$ cat src/rtl/fpq_pkg.sv
`timescale 1ns / 1ps
// ----------------------------------------------------------------------------
// fpq_pkg: shared types and constants of the priority queue
// Depth, operation and status codes, and the entry, cell control and result types.
// ----------------------------------------------------------------------------
package fpq_pkg;

  // Number of cells in the row
  localparam int unsigned DEPTH = 16;
  // Count register width, wide enough to hold DEPTH itself
  localparam int unsigned CNT_W = $clog2(DEPTH + 1);

  localparam int unsigned PRI_W    = 8;
  localparam int unsigned TAG_W    = 16;
  localparam int unsigned OP_W     = 2;
  localparam int unsigned STATUS_W = 2;
  localparam int unsigned OCNT_W   = 5;

  typedef enum logic [OP_W-1:0] {
    OP_APPEND = 2'd0,
    OP_INSERT = 2'd1,
    OP_REMOVE = 2'd2,
    OP_NONE   = 2'd3
  } op_e;

  typedef enum logic [STATUS_W-1:0] {
    ST_DONE  = 2'd0,
    ST_FULL  = 2'd1,
    ST_EMPTY = 2'd2
  } status_e;

  typedef struct packed {
    logic [PRI_W-1:0] pri;
    logic [TAG_W-1:0] tag;
  } entry_t;

  // Per-cell update select
  typedef struct packed {
    logic load_new;
    logic take_left;
    logic take_right;
  } cell_ctrl_t;

  typedef struct packed {
    logic                valid;
    logic [TAG_W-1:0]    tag;
    logic [PRI_W-1:0]    pri;
    logic [STATUS_W-1:0] status;
    logic [OCNT_W-1:0]   count;
    logic                empty;
  } result_t;

endpackage

$ cat src/rtl/fpq_cell.sv
`timescale 1ns / 1ps
// ----------------------------------------------------------------------------
// fpq_cell: one slot of the sorted row
// Holds one entry; loads the new entry, the left neighbor's or the right
// neighbor's as the control says, and flags when its priority is below the
// incoming one.
// ----------------------------------------------------------------------------
module fpq_cell (
  input  logic                clk_i,
  input  fpq_pkg::cell_ctrl_t ctrl_i,
  input  fpq_pkg::entry_t     new_i,
  input  fpq_pkg::entry_t     left_i,
  input  fpq_pkg::entry_t     right_i,
  output fpq_pkg::entry_t     data_o,
  output logic                lower_o
);

  fpq_pkg::entry_t data_q;
  fpq_pkg::entry_t data_d;

  // Pick the next content of the slot
  always_comb begin
    data_d = data_q;
    if (ctrl_i.load_new) begin
      data_d = new_i;
    end else if (ctrl_i.take_left) begin
      data_d = left_i;
    end else if (ctrl_i.take_right) begin
      data_d = right_i;
    end
  end

  // Hold the entry
  always_ff @(posedge clk_i) begin
    data_q <= data_d;
  end

  assign data_o  = data_q;
  assign lower_o = data_q.pri < new_i.pri;

endmodule

$ cat src/rtl/fifo_priority_queue_top.sv
`timescale 1ns / 1ps
// Result: the result word of an operation is registered and appears in the cycle after it is taken.
// Throughput: one operation per cycle while the result side is not stalled; the whole
// cell row shifts at once and a single output register decouples the result side.
// Reset: clears the entry count and the output valid; cell contents are left
// as they are, since only cells below the count are ever read.
// ----------------------------------------------------------------------------
// fifo_priority_queue_top: bounded priority queue on a shifting cell row
// Append, insert by priority (stable among equal priorities) and remove front,
// each answered by one result word with status, count and empty flag.
// ----------------------------------------------------------------------------
module fifo_priority_queue_top (
  input  logic        clk_i,
  input  logic        rst_ni,
  input  logic        s_axis_tvalid,
  output logic        s_axis_tready,
  // [1:0] opcode, [9:2] item_priority, [25:10] item_tag
  input  logic [31:0] s_axis_tdata,
  output logic        m_axis_tvalid,
  input  logic        m_axis_tready,
  // [0] out_valid, [16:1] out_tag, [24:17] out_priority, [26:25] status,
  // [31:27] entry_count, [32] is_empty
  output logic [39:0] m_axis_tdata
);

  localparam int unsigned DEPTH = fpq_pkg::DEPTH;
  localparam int unsigned CNT_W = fpq_pkg::CNT_W;

  logic [CNT_W-1:0]    count_q, count_d;
  logic                m_valid_q;
  fpq_pkg::result_t    res_q, res_d;

  fpq_pkg::op_e        op;
  fpq_pkg::entry_t     new_entry;
  logic                accept;
  logic                full;
  logic                empty;
  logic                ins_ok;
  logic                rem_ok;
  logic                is_insert;

  fpq_pkg::entry_t     cell_data [DEPTH];
  fpq_pkg::cell_ctrl_t cell_ctrl [DEPTH];
  logic [DEPTH-1:0]    cell_lower;
  logic [DEPTH-1:0]    occ;
  logic [DEPTH-1:0]    lower;
  logic [DEPTH-1:0]    from_first;
  logic [DEPTH-1:0]    at_pos;
  logic [DEPTH-1:0]    at_prev;

  // Unpack the input word
  assign op            = fpq_pkg::op_e'(s_axis_tdata[1:0]);
  assign new_entry.pri = s_axis_tdata[9:2];
  assign new_entry.tag = s_axis_tdata[25:10];

  assign s_axis_tready = ~m_valid_q | m_axis_tready;
  assign accept        = s_axis_tvalid & s_axis_tready;

  assign full      = count_q == CNT_W'(DEPTH);
  assign empty     = count_q == '0;
  assign is_insert = op == fpq_pkg::OP_INSERT;
  assign ins_ok    = accept & ~full & (op == fpq_pkg::OP_APPEND || is_insert);
  assign rem_ok    = accept & ~empty & (op == fpq_pkg::OP_REMOVE);

  // Occupancy thermometer and lower-priority flags of held cells
  for (genvar i = 0; i < DEPTH; i++) begin : g_occ
    assign occ[i] = CNT_W'(i) < count_q;
  end
  assign lower = occ & cell_lower;

  // Mark every cell from the first lower-priority one upward
  assign from_first = lower | (~lower + DEPTH'(1));
  assign at_pos     = ~occ | ({DEPTH{is_insert}} & from_first);
  assign at_prev    = {at_pos[DEPTH-2:0], 1'b0};

  // Cell row
  for (genvar i = 0; i < DEPTH; i++) begin : g_cell
    fpq_pkg::entry_t left_s;
    fpq_pkg::entry_t right_s;

    if (i == 0) begin : g_first
      assign left_s = new_entry;
    end else begin : g_left
      assign left_s = cell_data[i-1];
    end
    if (i == DEPTH - 1) begin : g_last
      assign right_s = cell_data[i];
    end else begin : g_right
      assign right_s = cell_data[i+1];
    end

    assign cell_ctrl[i].load_new   = ins_ok & at_pos[i] & ~at_prev[i];
    assign cell_ctrl[i].take_left  = ins_ok & at_pos[i] & at_prev[i];
    assign cell_ctrl[i].take_right = rem_ok;

    fpq_cell u_cell (
      .clk_i   (clk_i),
      .ctrl_i  (cell_ctrl[i]),
      .new_i   (new_entry),
      .left_i  (left_s),
      .right_i (right_s),
      .data_o  (cell_data[i]),
      .lower_o (cell_lower[i])
    );
  end

  // Next count and result word
  always_comb begin
    count_d = count_q;
    if (ins_ok) begin
      count_d = count_q + CNT_W'(1);
    end else if (rem_ok) begin
      count_d = count_q - CNT_W'(1);
    end

    res_d        = '0;
    res_d.status = fpq_pkg::ST_DONE;
    unique case (op) inside
      fpq_pkg::OP_APPEND, fpq_pkg::OP_INSERT: begin
        if (full) begin
          res_d.status = fpq_pkg::ST_FULL;
        end
      end
      fpq_pkg::OP_REMOVE: begin
        if (empty) begin
          res_d.status = fpq_pkg::ST_EMPTY;
        end else begin
          res_d.valid = 1'b1;
          res_d.tag   = cell_data[0].tag;
          res_d.pri   = cell_data[0].pri;
        end
      end
      default: begin
        res_d.status = fpq_pkg::ST_DONE;
      end
    endcase
    res_d.count = fpq_pkg::OCNT_W'(count_d);
    res_d.empty = count_d == '0;
  end

  // Hold count and output valid
  always_ff @(posedge clk_i or negedge rst_ni) begin
    if (!rst_ni) begin
      count_q   <= '0;
      m_valid_q <= 1'b0;
    end else begin
      count_q <= count_d;
      if (accept) begin
        m_valid_q <= 1'b1;
      end else if (m_axis_tready) begin
        m_valid_q <= 1'b0;
      end
    end
  end

  // Capture the result word
  always_ff @(posedge clk_i) begin
    if (accept) begin
      res_q <= res_d;
    end
  end

  assign m_axis_tvalid = m_valid_q;
  assign m_axis_tdata  = {7'd0, res_q.empty, res_q.count, res_q.status,
                          res_q.pri, res_q.tag, res_q.valid};

endmodule

$ cat config.mk
export PLATFORM = sky130hd
export DESIGN_NAME = fifo_priority_queue_top
export DESIGN_NICKNAME = d
export VERILOG_FILES = /design/src/rtl/fpq_pkg.sv /design/src/rtl/fpq_cell.sv /design/src/rtl/fifo_priority_queue_top.sv
export SDC_FILE = /design/constraint.sdc
export NUM_CORES = 1
export LEC_CHECK = 0
export ABC_CLOCK_PERIOD_IN_PS = 8050
export BUFFER_PORTS_ARGS = -buffer_cell sky130_fd_sc_hd__buf_2
export CAP_MARGIN = 10
export CORE_ASPECT_RATIO = 1.75
export CORE_MARGIN = 10
export CORE_UTILIZATION = 30
export DETAILED_ROUTE_END_ITERATION = 12
export PLACE_DENSITY = 0.45
export REMOVE_ABC_BUFFERS = 1
export SLEW_MARGIN = 30
export SYNTH_ARGS = -nofsm -noshare
export SYNTH_HDL_FRONTEND = slang
export SYNTH_SLANG_ARGS = --single-unit
$ cat constraint.sdc
create_clock -name clk_i -period 8.05 [get_ports clk_i]
set_input_delay 1.61 -clock clk_i [delete_from_list [all_inputs] [get_ports clk_i]]
set_output_delay 1.61 -clock clk_i [all_outputs]
set_load 0.01 [all_outputs]
==> impl_metrics.tcl <==
set metrics [dict create \
    num_io_pins 78 \
    rows 134 \
    outcome "finished, final reports clean" \
    crit_type "in -> reg" \
    core-area_mm2 0.0765 \
    cts_setup_buffers 0 \
    fill_cells 7831 \
    worstMarginPinSlew_ps 996 \
    grt_pass1_vias 18400 \
    seq_area_frac_synth_pct 54.6 \
    seq_area_mm2 0.0127 \
    initial_utilization_pct 30.3 \
    crit_path_end_kind "flip-flop" \
    synth_cell_type_count 72 \
    cts.repair.resized 0 \
    required_ps 8360 \
    holdPathStages 2 \
    finalSetupViolations 0 \
    clock-root-buffer "clkbuf_16" \
    reg2reg_slack_ps 3630 \
    setup_ws_ps 2340 \
    slew_headroom_pct 33.6 \
    first_pass_iters 5 \
    startpoint "s_axis_tdata[9]" \
    synth_most_common_cell "edfxtp_1" \
    routed_wl_mm 81.2 \
    synth_edf_count 417 \
    drtIter0Drc 1308 \
    die_area_mm2 0.0893 \
    hold_path.class "reg -> reg" \
    drcViolationCount 0 \
    netlist.area_leader.share_pct 54.0 \
    r2r_cells 9 \
    grt_usage_pct 17.6 \
    reg2reg_to "g_cell[10].u_cell.data_o[0]$_DFFE_PP_" \
    cts_tree "built" \
    synth_area_leader_cell "edfxtp_1" \
    final_nets 2166 \
    timing.rr.start "count_q[4]$_DFF_PN0_" \
    fp.dieW_um 230 \
    io_buffers 64 \
    synth_common_cells "417 x edfxtp_1, 186 x o21ai_0, 150 x nand2_1, 127 x a22oi_1, 116 x ha_1" \
    grt_start_max_net_pins 103 \
    routabilityCongestion 0.824 \
    ctsHoldBuffers 0 \
    critPathMaxFanout 26 \
    synth_warnings 0 \
    async_flop_share_pct 1.42 \
    maxSlewViolCount 0 \
    grt.overflow.total 0 \
    dp_slack_ps 1730 \
    grt_pass1_wl_mm 120 \
    ant_nets 0 \
    ir_drop_uv 154 \
    p_leak_nw 9.11 \
    antenna_found_initial 3 \
    syn_inst 2010 \
    rsz0062_at_grt "no" \
    fin_area_mm2 0.0260 \
    avgRoutedWirePerCell_um 26.5 \
    cp-endpoint "g_cell[10].u_cell.data_o[0]$_DFFE_PP_" \
    cts_made_buffers 43 \
    drive_above_1_share_pct 13.2 \
    syn_area_mm2 0.0232 \
    skew_ps 19.8 \
    holdCritStartpoint "m_axis_tvalid$_DFFE_PN0P_" \
    fmax_mhz 175 \
    insertion_delay_ps 600 \
    critPathLaunchType "primary input" \
    ys_ff_latch 423 \
    multi_input_area_mm2 0.00976 \
    synth-main-ff-cell "edfxtp_1" \
    synthToLayoutAreaGrowth_pct 12.0 \
    period_share_pct 70.9 \
    min_period_ps 5710 \
    yosys-top-cells-area "edfxtp_1 54%, ha_1 6.3%, a22oi_1 4.1%" \
    cts_buffer_depth 3 \
    pwr_density_cell_mw_per_mm2 286 \
    path_clk_slew_ps 60 \
    dp.final_hpwl_mm 58.4 \
    dpl_cell_area_mm2 0.0247 \
    syn_area_per_cell_um2 11.5 \
    arrival_ps 6020 \
    final_hold_viol_count 0 \
    vias_per_cell 5.62 \
    drv_cap 0 \
    htree_levels 2 \
    cts_num_sinks 423 \
    n_antenna_cell 0 \
    vias 17200 \
    die-height_um 388 \
]
flip-flops by register name, indices dropped and copies added (netlist names):
signal                flops
g_cell.u_cell.data_o    384
m_axis_tvalid             1
count_q                   5
m_axis_tdata             33
layer usage:
layer	wire length [um]	global-route usage (%)
met1	29700	18.5
met3	2530	1.91
met4	4030	8.42
met2	45000	33.9
met5	32	0
placed cells by master, fill, tap and decap left out, types with 6 or more instances in the layout:
cell	n
a211o_1	7
a211oi_1	16
a21o_1	12
a21oi_1	76
a221o_1	72
a22oi_1	127
a31oi_1	9
and2_1	96
buf_2	64
buf_4	53
clkbuf_1	16
clkbuf_16	44
clkinv_1	8
conb_1	7
dfrtp_1	6
edfxtp_1	417
ha_1	116
inv_1	56
mux2_2	48
mux2i_1	16
nand2_1	144
nand2_2	7
nand2b_1	39
nand3_1	21
nand3b_1	11
nand4_1	7
nor2_1	90
nor2b_1	9
nor3_1	32
o21ai_0	183
o21ai_1	12
o221a_1	28
o221a_2	7
o221ai_1	50
o22ai_1	15
o311ai_0	15
or3_1	11
through the flow:
step | total power [mW] | hold WS (ps) | instances | setup TNS, ps | util (%)
final | 7.43 | 542 | 3065 | 0 | 34.0
after global routing | 7.81 | 586 | 3065 | 0 | 34.0
after CTS | 7.49 | 553 | 3065 | 0 | 34.0
after detailed placement | 5.50 | 537 | 2989 | 0 | 32.3
after global placement | 5.44 | 510 | 2988 | 0 | 32.2
after floorplan | 4.53 | 522 | 1849 | -958100 | -
area by class of cell:
class / count / share of cell area (%)
Sequential cell: 423 / 48.8
Multi-Input combinational cell: 1370 / 37.6
Tap cell: 1020 / 4.91
Clock buffer: 62 / 4.58
Timing Repair Buffer: 120 / 2.98
Inverter: 56 / 0.809
Clock inverter: 14 / 0.385
worst max-delay path, cell delays in order:
cell and delay, ps:
buf_2 110, inv_1 680, ha_1 300, nand4_1 100, o31ai_1 690, nor4b_4 510, nand3_2 310, o211a_1 330
a21oi_4 630, nand2_1 350, buf_4 360
worst min path at each step:
stage | end | slack [ps]
3_3_place_gp | m_axis_tvalid$_DFFE_PN0P_ | 510
6_report | m_axis_tvalid$_DFFE_PN0P_ | 540
3_5_place_dp | m_axis_tvalid$_DFFE_PN0P_ | 540
4_1_cts | m_axis_tvalid$_DFFE_PN0P_ | 550
2_1_floorplan | g_cell[1].u_cell.data_o[0]$_DFFE_PP_ | 520
5_1_grt | m_axis_tvalid$_DFFE_PN0P_ | 590
cells by family (layout without fill, tap and decap cells):
family	Yosys count	count (layout)	share of synthesized area [%]
flip-flops	423	423	54.6
XOR/XNOR	4	4	0.151
multiplexers	64	64	3.02
AO/OA/AOI/OAI	676	676	20.8
adder cells (fa/ha/maj)	116	116	6.26
buffers and inverters	223	252	4.07
other	1	7	0.0162
AND/OR/NAND/NOR	503	503	11.1
power breakdown:
group	internal, mW	switching [mW]	total, mW	leakage (nW)
clock network	1.06	0.909	1.97	0.625
logic	0.751	1.54	2.29	4.54
registers	2.91	0.274	3.18	3.94
Note: power is estimated with default switching activity, not from simulation.
